<file path="src/hw/rtl/isset_pkg.sv">
`default_nettype none

package isset_pkg;

  // Number of entry cells in the store.
  localparam int unsigned CAPACITY = 128;

  // Widths of the element, the held count and the reported count.
  localparam int unsigned ElemW  = 32;
  localparam int unsigned OccW   = $clog2(CAPACITY + 1);
  localparam int unsigned CountW = 8;
  localparam int unsigned PfxSteps = (CAPACITY > 1) ? $clog2(CAPACITY) : 1;

  // Largest count the store can report: the capacity, capped at 255.
  localparam int unsigned CountMax = (CAPACITY > 255) ? 255 : CAPACITY;

  // Request codes; the unused code acts as a membership query.
  typedef enum logic [1:0] {
    REQ_INSERT = 2'd0,
    REQ_DELETE = 2'd1,
    REQ_QUERY  = 2'd2
  } req_type_e;

  // Sequencer states.
  typedef enum logic [1:0] {
    ST_IDLE = 2'd0,
    ST_CMP  = 2'd1,
    ST_PFX  = 2'd2,
    ST_UPD  = 2'd3
  } state_e;

  // One request.
  typedef struct packed {
    logic [1:0]              req_type;
    logic signed [ElemW-1:0] elem;
  } req_t;

  // One result.
  typedef struct packed {
    logic              was_present;
    logic              dropped_full;
    logic [CountW-1:0] count;
  } res_t;

  // Controls broadcast to every cell.
  typedef struct packed {
    logic cmp_en;
    logic ins_en;
    logic del_en;
  } cell_ctrl_t;

endpackage

`default_nettype wire

</file>
<file path="src/hw/rtl/isset_pfx.sv">
`default_nettype none

module isset_pfx
  import isset_pkg::*;
(
  input  wire logic                clk_i,
  input  wire logic                rst_ni,
  input  wire logic                en_i,
  input  wire logic [CAPACITY-1:0] match_i,
  output logic [CAPACITY-1:0]      pfx_o
);

  logic [CAPACITY-1:0] pfx_q, pfx_d;
  logic [CAPACITY-1:0] scan;

  // Log-depth prefix OR: bit i is set when any cell at or below i matched.
  always_comb begin
    scan = match_i;
    for (int unsigned s = 0; s < PfxSteps; s++) begin
      scan = scan | (scan << (1 << s));
    end
    pfx_d = en_i ? scan : pfx_q;
  end

  always_ff @(posedge clk_i or negedge rst_ni) begin
    if (!rst_ni) begin
      pfx_q <= '0;
    end else begin
      pfx_q <= pfx_d;
    end
  end

  assign pfx_o = pfx_q;

endmodule

`default_nettype wire

</file>
<file path="config.mk">
export PLATFORM = sky130hd
export DESIGN_NAME = isset_pfx
export DESIGN_NICKNAME = d
export VERILOG_FILES = /design/src/hw/rtl/isset_pkg.sv /design/src/hw/rtl/isset_pfx.sv
export SDC_FILE = /design/constraint.sdc
export NUM_CORES = 1
export LEC_CHECK = 0
export BUFFER_PORTS_ARGS = -buffer_cell sky130_fd_sc_hd__buf_4
export CELL_PAD_IN_SITES_DETAIL_PLACEMENT = 0
export CELL_PAD_IN_SITES_GLOBAL_PLACEMENT = 1
export CORE_MARGIN = 1
export CORE_UTILIZATION = 36
export CTS_BUF_LIST = sky130_fd_sc_hd__clkbuf_4 sky130_fd_sc_hd__clkbuf_8
export DETAILED_ROUTE_END_ITERATION = 6
export PLACE_DENSITY_LB_ADDON = 0.1
export SYNTH_ARGS = -nofsm -noshare
export SYNTH_HDL_FRONTEND = slang
export SYNTH_SLANG_ARGS = --single-unit
</file>
<file path="constraint.sdc">
create_clock -name clk_i -period 0.8 [get_ports clk_i]
set_input_delay 0.08 -clock clk_i [delete_from_list [all_inputs] [get_ports clk_i]]
set_output_delay 0.08 -clock clk_i [all_outputs]
set_load 0.02 [all_outputs]
</file>
Word-level counts from Yosys, hierarchy flattened
Cells that the tools add are included.
{"block": "classes", "n_addsub": 0, "n_mul": 0, "n_div": 0, "magnitude_cmp": 0, "eq_ne": 0, "shift": 0, "n_mux": 0, "bitwise_logic": 7, "n_reduce_logical": 0}
{"cell": "$or 128x128->128", "n": 7}
{"block": "word_totals", "register_bits": 128, "latch_bits": 0, "ram_bits": 0, "romBits": 0, "inputBits": 131, "output_inout_bits": 128, "word_cells": 8, "mem_count": 0}

Depth between registers and ports, before layout
{"block": "logic_depth", "word_depth": 7, "mapped_depth": 7, "ltp_nobuf": 5}

Worst setup path before layout
Ideal clock, no wire load.
{"block": "synth_path", "path_type": "input-to-reg", "from": "input port en_i", "to": "register pfx_q[105], in the netlist pfx_o[105]", "arrival_time_ns": 1.980, "required_time_ns": 0.666, "setup_slack_ns": -1.314, "path_stages": 6, "path_buffers": 1, "cell_sequence": "buf_4 -> or4b_2 -> or4_4 -> or4_4 -> nor3_4 -> a31oi_1"}
{"element": "start, declared", "line": "isset_pfx.sv:8", "rtl": "input wire logic en_i,"}
{"element": "end signal, assigned", "line": "isset_pfx.sv:29", "rtl": "pfx_q <= pfx_d;"}
{"element": "end, declared", "line": "isset_pfx.sv:13", "rtl": "logic [CAPACITY-1:0] pfx_q, pfx_d;"}

Final worst setup path
{"block": "layout_path", "from": "input port match_i[0]", "to": "register pfx_q[111], in the netlist pfx_o[111]"}
{"block": "layout_between", "elab_chain_len": 7}
{"element": "start, declared", "line": "isset_pfx.sv:9", "rtl": "input wire logic [CAPACITY-1:0] match_i,"}
{"element": "$or 128x128->128 (7 in a row)", "line": "isset_pfx.sv:20", "rtl": "scan = scan | (scan << (1 << s));"}
No other way between the ends.
A chain may end at the register's enable or synchronous reset.

==> out/metrics.cfg <==
[final_layout]
regArea_um2=3200
mostFrequentLayoutCell=buf_4
fill_cells=1182
multiInputGateArea_um2=4010
largest_reg_flops=128
area_growth_pct=112
fin_nets=1484
layout_common_cells=424 x buf_4, 182 x buf_6, 163 x nor2_1, 127 x dfrtp_1
drive_above_1_share=0.595
utilization=0.783
antennaDiodeCount=0

[floorplan]
fp.dieH_um=136
die_area_um2=18400
ios=259
start_util=0.370
die_w_um=136
core_um2=17400
num_rows=48

[sta]
tightestPinTransition_ns=0.922
grt_setup_unrepaired=true
drv_slew=0
worst_slack_ns=-1.04
whs_ns=-0.0856
maxSlewHeadroom=0.385
hold_violations=11
finalSetupViolCount=250
min_period_ns=1.84
finalCritPeriodShare=2.31
fmaxAchievable_mhz=542
finClkSkew_ns=0

[cts]
clkSinkCount=128
cts_root_buf=clkbuf_8
cts-htree-levels=4
clock_latency_ns=0.47
cts_made_buffers=17
clock_path_buffers=2
path_clk_slew_ns=0.08
cts_tree=done

[detailed_routing]
route.detailed.drc=0
route.vias.total=8693
wl_um=31700
detail-route-antenna-nets=0
routedWlPerCell_um=19.9
met2WireLength_um=15900
top_layer=met4
drt_pass1_iterations=5
viasPerCell=5.46
met3_length_um=2540
drtIter0Drc=664
wl_met1_um=12000

[run]
max-cap-violations=0

[grt]
antenna_found_initial=0
grt_pass1_vias=8454
grt_pass1_wl_um=44500
grt_usage=0.322
grt_max_degree=114
grt-ovfl-total=0

[setup_path]
ff2ff_path_depth=4
r2r_setup_slack_ns=-0.19
cp_cell_sequence=buf_6, or4_4, or4_4, or4_4, nor2_4, a31oi_1
critPathLaunchType=input port
timing.rr.end=pfx_o[115]$_DFFE_PN0P_
cp_data_required_time_ns=1.13
critical_path_class=in -> reg
slowest_stage=or4_4
worstSetupEndpointType=flip-flop
path_delay_family=simple AND/OR/NAND/NOR gates
cp_max_fo=8
slowest_delay_ns=0.56
r2r_start=pfx_o[115]$_DFFE_PN0P_
crit_arrival_ns=2.17
cp_common_cell=or4_4
crit_buf_inv=1

[logic_synthesis]
synthDistinctLibCells=43
synthCells=733
syn_nets=864
synth_flop_cell=dfrtp_1
avgSynthCellArea_um2=8.77
synthesis.area_um2=6430
synth-edff-count=0
synth.yosys.seq_area_share=0.498
synth-seq-cells=128
async_flop_share=1.00
ys_warn_count=0

[min_path]
min_to=pfx_o[116]$_DFFE_PN0P_
hp-start=match_i[116]
worst_hold_path_type=in -> reg
min_path_cells=3

[power]
leakage_nw=5.80
ir_worst_vdd_uv=1050
powerDensity_nw_per_um2=1060

[placement]
gp_congestion=0.936
dpl_worst_slack_ns=-1.52
dp_hpwl_um=22100
io_buffers=258

[status]
status=finished, violations left
violations=hold timing, setup timing

==> report_power, final <==
group	total (mW)	internal, mW	leakage, nW	switching, mW
registers	6.50	6.48	1.13	0.0143
logic	2.31	1.19	4.49	1.12
clock network	5.58	2.58	0.188	3.00
==> worst max-delay path by stage <==
stage | from | end | slack [ns] | depth (start not counted)
after floorplan | match_i[48] | pfx_o[123]$_DFFE_PN0P_ | -1.24 | 6
after global placement | match_i[0] | pfx_o[127]$_DFFE_PN0P_ | -1.51 | 6
after detailed placement | match_i[0] | pfx_o[127]$_DFFE_PN0P_ | -1.52 | 6
after CTS | match_i[0] | pfx_o[39]$_DFFE_PN0P_ | -1.01 | 6
after global routing | match_i[0] | pfx_o[94]$_DFFE_PN0P_ | -1.07 | 12
final | match_i[0] | pfx_o[111]$_DFFE_PN0P_ | -1.04 | 6
==> per-stage QoR <==
stage / instances / power [mW] / hold WS, ns / cell area (um2) / setup TNS [ns]
final: 1591 / 14.4 / -0.0856 / 13600 / -131.77
after global routing: 1591 / 14.8 / -0.0843 / 13600 / -140.42
after CTS: 1544 / 14.2 / -0.0835 / 12700 / -126.74
after detailed placement: 1449 / 8.60 / -0.0232 / 10800 / -155.29
after global placement: 1449 / 8.59 / -0.0239 / 10800 / -152.75
after floorplan: 733 / 7.07 / -0.216 / 6610 / -114.96
==> metal layers <==
layer,up-vias,GRT usage
met5,-,0
met4,0,0.150
met3,89,0.0715
met2,442,0.543
met1,4215,0.390
li1,3947,-
==> synthesized netlist by cell type, types with 3 or more instances <==
cell	instances	area [um2]
nand3_1	14	70.1
dfrtp_1	128	3200
or2_2	9	56.3
nand4_1	19	119
inv_1	10	37.5
a41oi_1	6	52.6
clkbuf_1	32	120
nand2b_1	7	43.8
a31oi_1	31	194
nor4_1	40	250
nor3_2	6	60.1
or4_1	29	218
o32a_1	6	60.1
nand3b_1	3	22.5
nand2_1	25	93.8
a21oi_1	63	315
nor3_1	58	290
o21a_1	4	30.0
or4_4	4	45.0
o21ai_0	4	20.0
nor2_1	180	676
or3_1	23	144
==> what timing repair did <==
action | in CTS | in global routing
hold buffers | 16 | 1
setup endpoints to repair | 250 | 252
pin swaps | 40 | 52
resized for setup | 240 | 110
endpoints found under the hold margin | 153 | 6
gates cloned | 0 | 2
setup buffers | 49 | 52
==> worst register-to-register path: stages, from the launching register on <==
cell and delay [ns]:
dfrtp_1 0.39, buf_4 0.13, buf_4 0.12, o22ai_1 0.17, o21ai_2 0.07
==> cell families (layout without fill, tap and decap cells) <==
logic type / count (synthesis) / count (layout) / synth area share
AOI/OAI and AO/OA: 121 / 121 / 0.112
buffers and inverters: 46 / 679 / 0.0276
DFF: 128 / 128 / 0.498
muxes: 2 / 2 / 0.00350
and+or+nand+nor: 436 / 436 / 0.359
==> cell type report <==
class	instances	share of cell area
Clock buffer	18	0.0182
Clock inverter	14	0.00966
Inverter	10	0.00276
Multi-Input combinational cell	559	0.295
Sequential cell	128	0.236
Tap cell	225	0.0207
Timing Repair Buffer	637	0.418
Note: power is estimated with default switching activity, not from simulation.
