`config.mk`:
```
export PLATFORM = sky130hd
export DESIGN_NAME = isset_cell
export DESIGN_NICKNAME = d
export VERILOG_FILES = /design/src/hw/rtl/isset_pkg.sv /design/src/hw/rtl/isset_cell.sv
export SDC_FILE = /design/constraint.sdc
export NUM_CORES = 1
export LEC_CHECK = 0
export ABC_AREA = 1
export BUFFER_PORTS_ARGS = -buffer_cell sky130_fd_sc_hd__buf_4
export CORE_ASPECT_RATIO = 1.4
export CORE_UTILIZATION = 45
export CTS_CLUSTER_DIAMETER = 30
export CTS_CLUSTER_SIZE = 10
export DETAILED_ROUTE_END_ITERATION = 7
export GPL_ROUTABILITY_DRIVEN = 0
export HOLD_SLACK_MARGIN = 0.1
export PLACE_DENSITY = 0.88
export SLEW_MARGIN = 25
export SYNTH_ARGS = -nofsm -noshare
export SYNTH_HDL_FRONTEND = slang
export SYNTH_SLANG_ARGS = --single-unit
```
`constraint.sdc`:
```
create_clock -name clk_i -period 4.7 [get_ports clk_i]
set_clock_uncertainty 0.1 [all_clocks]
set_input_delay 1.41 -clock clk_i [delete_from_list [all_inputs] [get_ports clk_i]]
set_output_delay 1.41 -clock clk_i [all_outputs]
set_load 0.01 [all_outputs]
```
`src/hw/rtl/isset_pkg.sv`:
```
`default_nettype none

package isset_pkg;

  // Number of entry cells in the store.
  localparam int unsigned CAPACITY = 128;

  // Widths of the element, the held count and the reported count.
  localparam int unsigned ElemW  = 32;
  localparam int unsigned OccW   = $clog2(CAPACITY + 1);
  localparam int unsigned CountW = 8;
  localparam int unsigned PfxSteps = (CAPACITY > 1) ? $clog2(CAPACITY) : 1;

  // Largest count the store can report: the capacity, capped at 255.
  localparam int unsigned CountMax = (CAPACITY > 255) ? 255 : CAPACITY;

  // Request codes; the unused code acts as a membership query.
  typedef enum logic [1:0] {
    REQ_INSERT = 2'd0,
    REQ_DELETE = 2'd1,
    REQ_QUERY  = 2'd2
  } req_type_e;

  // Sequencer states.
  typedef enum logic [1:0] {
    ST_IDLE = 2'd0,
    ST_CMP  = 2'd1,
    ST_PFX  = 2'd2,
    ST_UPD  = 2'd3
  } state_e;

  // One request.
  typedef struct packed {
    logic [1:0]              req_type;
    logic signed [ElemW-1:0] elem;
  } req_t;

  // One result.
  typedef struct packed {
    logic              was_present;
    logic              dropped_full;
    logic [CountW-1:0] count;
  } res_t;

  // Controls broadcast to every cell.
  typedef struct packed {
    logic cmp_en;
    logic ins_en;
    logic del_en;
  } cell_ctrl_t;

endpackage

`default_nettype wire

```
`src/hw/rtl/isset_cell.sv`:
```
`default_nettype none

module isset_cell
  import isset_pkg::*;
(
  input  wire logic             clk_i,
  input  wire logic             rst_ni,
  input  wire cell_ctrl_t       ctrl_i,
  input  wire logic [ElemW-1:0] elem_i,
  input  wire logic             prev_valid_i,
  input  wire logic [ElemW-1:0] next_entry_i,
  input  wire logic             next_valid_i,
  input  wire logic             shift_i,
  output logic [ElemW-1:0]      entry_o,
  output logic                  valid_o,
  output logic                  match_o
);

  logic [ElemW-1:0] entry_q, entry_d;
  logic             valid_q, valid_d;
  logic             match_q, match_d;

  // Local compare against the broadcast element.
  assign match_d = ctrl_i.cmp_en ? (valid_q && (entry_q == elem_i)) : match_q;

  // A delete shifts the upper neighbor down; an insert fills the first free cell.
  always_comb begin
    entry_d = entry_q;
    valid_d = valid_q;
    if (ctrl_i.del_en && shift_i) begin
      entry_d = next_entry_i;
      valid_d = next_valid_i;
    end else if (ctrl_i.ins_en && prev_valid_i && !valid_q) begin
      entry_d = elem_i;
      valid_d = 1'b1;
    end
  end

  // Control state.
  always_ff @(posedge clk_i or negedge rst_ni) begin
    if (!rst_ni) begin
      valid_q <= 1'b0;
      match_q <= 1'b0;
    end else begin
      valid_q <= valid_d;
      match_q <= match_d;
    end
  end

  // Payload.
  always_ff @(posedge clk_i) begin
    entry_q <= entry_d;
  end

  assign entry_o = entry_q;
  assign valid_o = valid_q;
  assign match_o = match_q;

endmodule

`default_nettype wire

```
# Word-level counts from Yosys, hierarchy flattened
# Cells that the tools add are included.
[word_totals]
out_inout_bits = 34
regBits = 34
elab_cells = 14
in_bits = 72
[op_classes]
n_reduce_logical = 6
muxes = 4
n_eq_ne = 1
[ops]
columns = ["operator", "n"]
rows = [
  ["32-bit 2-to-1 mux", 2],
  ["32-bit equality test", 1],
  ["1-bit logical AND", 4],
  ["1-bit 2-to-1 mux", 2],
  ["2-bit nonzero test", 1],
  ["1-bit logical NOT", 1],
]

# Logic depth before layout (Yosys ltp)
# Gate-level depths: netlist of run 1.
[depth]
ltp_word = 4
depth_mapped = 10
depth_no_buf = 10

# Worst setup path after synthesis of run 1
# No wires, ideal clock.
[synth_timing]
path_kind = "input to register"
startpoint = "in ctrl_i[1] (netlist bit)"
endpoint = "reg entry_q[0] (netlist: entry_o[0]) (enable)"
stages = 2
n_path_buf = 0
path_slack_ns = 0.348
t_arrival_ns = 3.784
cell_sequence = "nand2_1 o21ai_0"
[synth_via]
elab_chain_len = 3
[synth_rtl]
columns = ["item", "line_no", "rtl"]
rows = [
  ["start, declared", "isset_cell.sv:8", "input wire cell_ctrl_t ctrl_i,"],
  ["1-bit logical AND (2 in a row)", "isset_cell.sv:33", "end else if (ctrl_i.ins_en && prev_valid_i && !valid_q) begin"],
  ["2-bit nonzero test (no line)", "-", ""],
  ["end signal, assigned", "isset_cell.sv:52", "entry_q <= entry_d;"],
  ["end, declared", "isset_cell.sv:19", "logic [ElemW-1:0] entry_q, entry_d;"],
]
# No other way between the ends.
# A chain may end at the register's enable or synchronous reset.

# Worst setup path in the final report of run 1
[layout_timing]
startpoint = "in ctrl_i[0] (netlist bit)"
endpoint = "reg entry_q[16] (netlist: entry_o[16]) (data pin)"
[layout_via]
elab_chain_len = 2
[layout_rtl]
columns = ["item", "line_no", "rtl"]
rows = [
  ["1-bit logical AND", "isset_cell.sv:30", "if (ctrl_i.del_en && shift_i) begin"],
  ["32-bit 2-to-1 mux", "isset_cell.sv:30", ""],
  ["named net entry_d[16]", "isset_cell.sv:19", ""],
]
# The timed path passes the listed nets, and every way through them passes these cells.

==> impl_metrics.tcl, run 1 <==
set metrics [dict create \
    relSlewSlack_pct 57.9 \
    critical_path_class "in -> reg" \
    tns_ns 0 \
    fillers 363 \
    yosys.area.top_type "edfxtp_1" \
    drt_iter0_drc 95 \
    path_cells "buf_4 -> nand2_2 -> buf_4 -> mux2_2" \
    wl_mm 4.68 \
    status "finished, violations left" \
    synth_top_area_share_pct 49.1 \
    rsz0062_at_grt "no" \
    internal-power_uw 575 \
    crit_slowest_cell "buf_4" \
    root_buffer "clkbuf_8" \
    first_global_vias 1770 \
    ys_seq_area_share_pct 51.6 \
    synth_warnings 0 \
    layoutNonFillerInstCount 389 \
    start_util_pct 46.6 \
    ff2ff_path_depth 2 \
    use_met3_pct 4.51 \
    avgSynthCellArea_um2 8.33 \
    setup_viol 0 \
    synth_area_um2 1960 \
    endpoint_kind "flop" \
    rows 28 \
    drv_cap 0 \
    final_util_pct 68.8 \
    busiest_layer "met2" \
    io_buffers 105 \
    antenna_found_initial 0 \
    antenna_cells 0 \
    drc 8 \
    postCtsSetupBuffers 0 \
    cts_tree "yes" \
    vias 1854 \
    tightest_slew_ns 0.630 \
    io_pins 106 \
    placedCellCount 380 \
    cts_hold_buffers 0 \
    max_freq_mhz 365 \
    p_per_area_nw_per_um2 267 \
    post-place-ws_ns 1.66 \
    crit_fanout 34 \
    drt_first_pass_iters 7 \
    postRouteAntennaNets 0 \
    core-area_um2 4200 \
    period_needed_ns 2.74 \
    violations "design-rule violations" \
    critPathRequiredTime_ns 4.63 \
    grt_use_met1_pct 22.2 \
    reg2reg_slack_ns 3.06 \
    min_path_cells 2 \
    ys_ff_latch 34 \
    seqPwrFrac_pct 48.8 \
    grt_max_degree 35 \
    cts.reportedPaths.clkPinSlew_ns 0.07 \
    layout-drive-gt1-share_pct 36.6 \
    worst_slack_ns 1.96 \
    die_y_um 80.1 \
    syn_to_final_growth_pct 47.7 \
    fin_crit_sh_pct 58.3 \
    overflow 0 \
    fin_nets 415 \
    arrival_ns 2.67 \
    yosys.cell_types.count 15 \
    use_met2_pct 40.1 \
    dieArea_um2 4620 \
    grt_use_total_pct 20.9 \
    peakVddDrop_v 0.000177 \
    synth.net_count 307 \
    start_kind "input port" \
    place.detailed.hpwl_mm 3.66 \
    clock_sinks 34 \
    netlist_instances 235 \
    slew_viol_final 0 \
    cts_made_buffers 5 \
    synth_area_leaders "edfxtp_1 49%, nand2_1 12%, inv_1 8.2%" \
    die_width_um 57.8 \
    clkPwrFrac_pct 28.6 \
    worstReg2RegStart "valid_o" \
    grt_first_pass_wirelength_mm 7.29 \
    postCtsResizedCells 0 \
    total_power_uw 772 \
    wl_per_cell_um 12.0 \
    clockBufferDepth 2 \
    p_leak_uw 0.00145 \
    cts_max_level 2 \
    holdPathEnd "match_o" \
    max_stage_delay_ns 0.41 \
    clk-insertion-delay-late_ns 0.28 \
    swShare_pct 25.6 \
    combinationalPowerShare_pct 22.6 \
    via_per_inst 4.77 \
    p_sw_uw 198 \
    holdCritStartpoint "match_o" \
    r2r_end "entry_o[3]" \
    hold_class "reg -> reg" \
    hold_viol 0 \
    cp_common_cell "buf_4" \
]
how the worst max path moves through the flow:
stage | startpoint | endpoint | depth (start not counted)
finish | ctrl_i[0] | entry_o[16] | 4
global placement | ctrl_i[0] | entry_o[8] | 4
floorplan | ctrl_i[1] | entry_o[0] | 2
global route | ctrl_i[0] | entry_o[16] | 4
detailed placement | ctrl_i[0] | entry_o[16] | 4
CTS | ctrl_i[0] | entry_o[16] | 4
synth_stat cells:
library cell  instances
nand2_1              60
edfxtp_1             32
o21ai_0               3
buf_2                 3
nor2_1               38
dfrtp_1               2
nand3_1               1
mux2_2               10
xnor2_1               8
a21oi_1              22
inv_1                43
nand4_1               6
buf_4                 3
o22ai_1               2
xor2_1                2
worst max-delay path: cells and delay by family:
family,cells,cell delay (ns)
multiplexers,1,0.39
AND/OR/NAND/NOR,1,0.32
buffers and inverters,2,0.52
cell usage in the layout (no fill, tap or decap):
cell type / Yosys / routed
buf_4: 3 / 106
nand2_1: 60 / 59
inv_1: 43 / 43
nor2_1: 38 / 38
edfxtp_1: 32 / 32
a21oi_1: 22 / 22
mux2_2: 10 / 10
xnor2_1: 8 / 8
nand4_1: 6 / 6
clkbuf_8: 0 / 6
o22ai_1: 2 / 2
xor2_1: 2 / 2
o21ai_0: 3 / 2
dfrtp_1: 2 / 2
nand2_2: 0 / 1
o21ai_4: 0 / 1
nand3_1: 1 / 1
clkinv_2: 0 / 1
clkbuf_1: 0 / 1
buf_8: 0 / 1
state kept, by name, summed over array words and instances, names as in the netlist:
| name | flops |
|---|---|
| match_o | 1 |
| valid_o | 1 |
| entry_o | 32 |
cells by family (layout without fill, tap and decap cells):
group                  count (synthesis)  count (layout)  synth area share (%)
XOR/XNOR                              10              10                  4.47
flip-flops                            34              34                  51.6
multiplexers                          10              10                  5.75
AO/OA/AOI/OAI                         27              27                  7.03
AND/OR/NAND/NOR                      105             105                  21.0
buffers and inverters                 49             158                  10.2
cell type report:
type	instances	area [um2]	area share, %
clock buffers	7	86.3	2.98
clock inverters	1	5.00	0.173
inverters	43	161	5.58
multi-input cells	152	762	26.3
flip-flops and latches	34	1010	34.9
well taps	45	56.3	1.95
repair buffers	107	811	28.0
metrics by stage:
step | hold WS (ns) | cell area, um2
global route | 0.400 | 2890
CTS | 0.386 | 2880
finish | 0.383 | 2890
floorplan | 0.412 | 1960
detailed placement | 0.367 | 2790
global placement | 0.371 | 2790
metal layers:
layer	part of all wire, %	wire length [um]	up-vias
li1	-	-	958
met1	38	1800	835
met2	56	2600	59
met3	5.4	251	2
met4	0.53	25	0
met5	0	0	-
power by group through the flow:
stage	sequential [uW]	clock [uW]	combinational, uW
after floorplan	392	0	69.6
after global placement	383	0	169
after detailed placement	384	0	174
after CTS	378	228	174
after global routing	380	239	193
final	377	221	174
Power figures use the tool's default switching activity.
==> run 2: changes to the inputs <==
Clock period 4.7 ns to 2.65 ns, I/O delays scaled along.
==> run 2 against run 1 <==
- the flow still finishes with violations (design-rule violations)
- final cell count up 0.26%
- non-clock buffer count up 1
- global-route usage up 0.95 points
- sequential power up 77%
- worst setup slack worse by 1.1 ns
- critical endpoint is now valid_o
- largest power group unchanged
- highest routed layer unchanged
==> impl_metrics.tcl, run 2 (synthesis results as in run 1) <==
set metrics [dict create \
    dr.max_layer_used "met4" \
    p_per_area_nw_per_um2 467 \
    wl_met1_mm 1.79 \
    slew_viol_final 0 \
    fin_nets 416 \
    cts_made_buffers 5 \
    drt_iter0_drc 105 \
    setup_viol 0 \
    crit_fanout 4 \
    cts_hold_buffers 0 \
    clock_sinks 34 \
    rows 28 \
    wl_met3_um 309 \
    max_stage_delay_ns 0.44 \
    total_power_uw 1350 \
    start_kind "flop" \
    hold_viol 0 \
    clockBufferDepth 2 \
    postRouteAntennaNets 0 \
    antenna_cells 0 \
    rsz0062_at_grt "no" \
    critPathRequiredTime_ns 1.76 \
    worstReg2RegStart "valid_o" \
    crit_buf_inv 1 \
    wl_per_cell_um 12.4 \
    status "finished, violations left" \
    via_per_inst 4.79 \
    postCtsResizedCells 0 \
    drv_cap 0 \
    crit_family "flip-flops" \
    die_y_um 80.1 \
    cts_max_level 2 \
    hold_class "in -> async" \
    cts_tree "yes" \
    fin_crit_sh_pct 67.5 \
    critical_path_class "reg -> out" \
    crit_slowest_cell "dfrtp_1" \
    arrival_ns 0.89 \
    critPathLaunch "valid_o" \
    cts.reportedPaths.clkPinSlew_ns 0.07 \
    grt_max_degree 34 \
    drc 8 \
    vias 1868 \
    final_cell_mix "108 x buf_4, 59 x nand2_1, 43 x inv_1, 38 x nor2_1, 32 x edfxtp_1" \
    antenna_found_initial 0 \
    endpoint_kind "output port" \
    io_pins 106 \
    path_cells "buf_4" \
    clk-insertion-delay-late_ns 0.28 \
    root_buffer "clkbuf_8" \
    dieArea_um2 4620 \
    path_depth 1 \
    violations "design-rule violations" \
    wl_met2_mm 2.68 \
    first_global_vias 1794 \
    period_needed_ns 1.79 \
    peakVddDrop_v 0.000315 \
    final_common_cell "buf_4" \
    wl_mm 4.85 \
    p_leak_uw 0.00145 \
    layout-drive-gt1-share_pct 36.2 \
    drt_first_pass_iters 6 \
    relSlewSlack_pct 71.3 \
    grt_first_pass_wirelength_mm 7.60 \
    grt_use_total_pct 21.9 \
    start_util_pct 46.6 \
    die_width_um 57.8 \
    io_buffers 105 \
    place.detailed.hpwl_mm 3.84 \
    tightest_slew_ns 0.431 \
    largest_reg_flops 32 \
    core-area_um2 4200 \
    syn_to_final_growth_pct 47.2 \
    overflow 0 \
    tns_ns 0 \
    postCtsSetupBuffers 0 \
    ff2ff_path_depth 2 \
    max_freq_mhz 559 \
]
[run 2: report_power, final]
group	switching (uW)	internal, uW
Sequential	29.4	640
Combinational	140	169
Clock	181	187
[run 2: worst paths after layout]
check                         endpoint  slack, ns
min in group clk_i             match_o       0.39
max in group asynchronous      valid_o       2.19
hold / removal                 match_o       0.18
setup / recovery               valid_o       0.86
setup reg to reg           entry_o[25]       1.19
hold reg to reg                match_o       0.39
[run 2: stage by stage]
stage / hold slack [ns] / util [%] / cell area [um2] / cells / worst slack (ns)
after global placement: 0.373 / 66.6 / 2800 / 382 / 0.624
after CTS: 0.170 / 68.5 / 2880 / 390 / 0.857
after detailed placement: 0.377 / 66.6 / 2800 / 382 / 0.584
after global routing: 0.164 / 68.5 / 2880 / 390 / 0.823
after floorplan: 0.399 / - / 1960 / 235 / 0.414
final: 0.176 / 68.5 / 2880 / 390 / 0.861
[run 2: cell type report]
cell class	count	area, um2
clock buffer	8	80.1
fill	373	1320
inverter	43	161
multi-input combinational	152	762
sequential	34	1010
tap	45	56.3
timing repair buffer	108	811
[run 2: per-layer routing]
metal	up-vias	GRT usage (%)
met5	-	0
met4	0	7.38
met3	6	5.48
met2	66	40.3
met1	836	24.1
li1	960	-
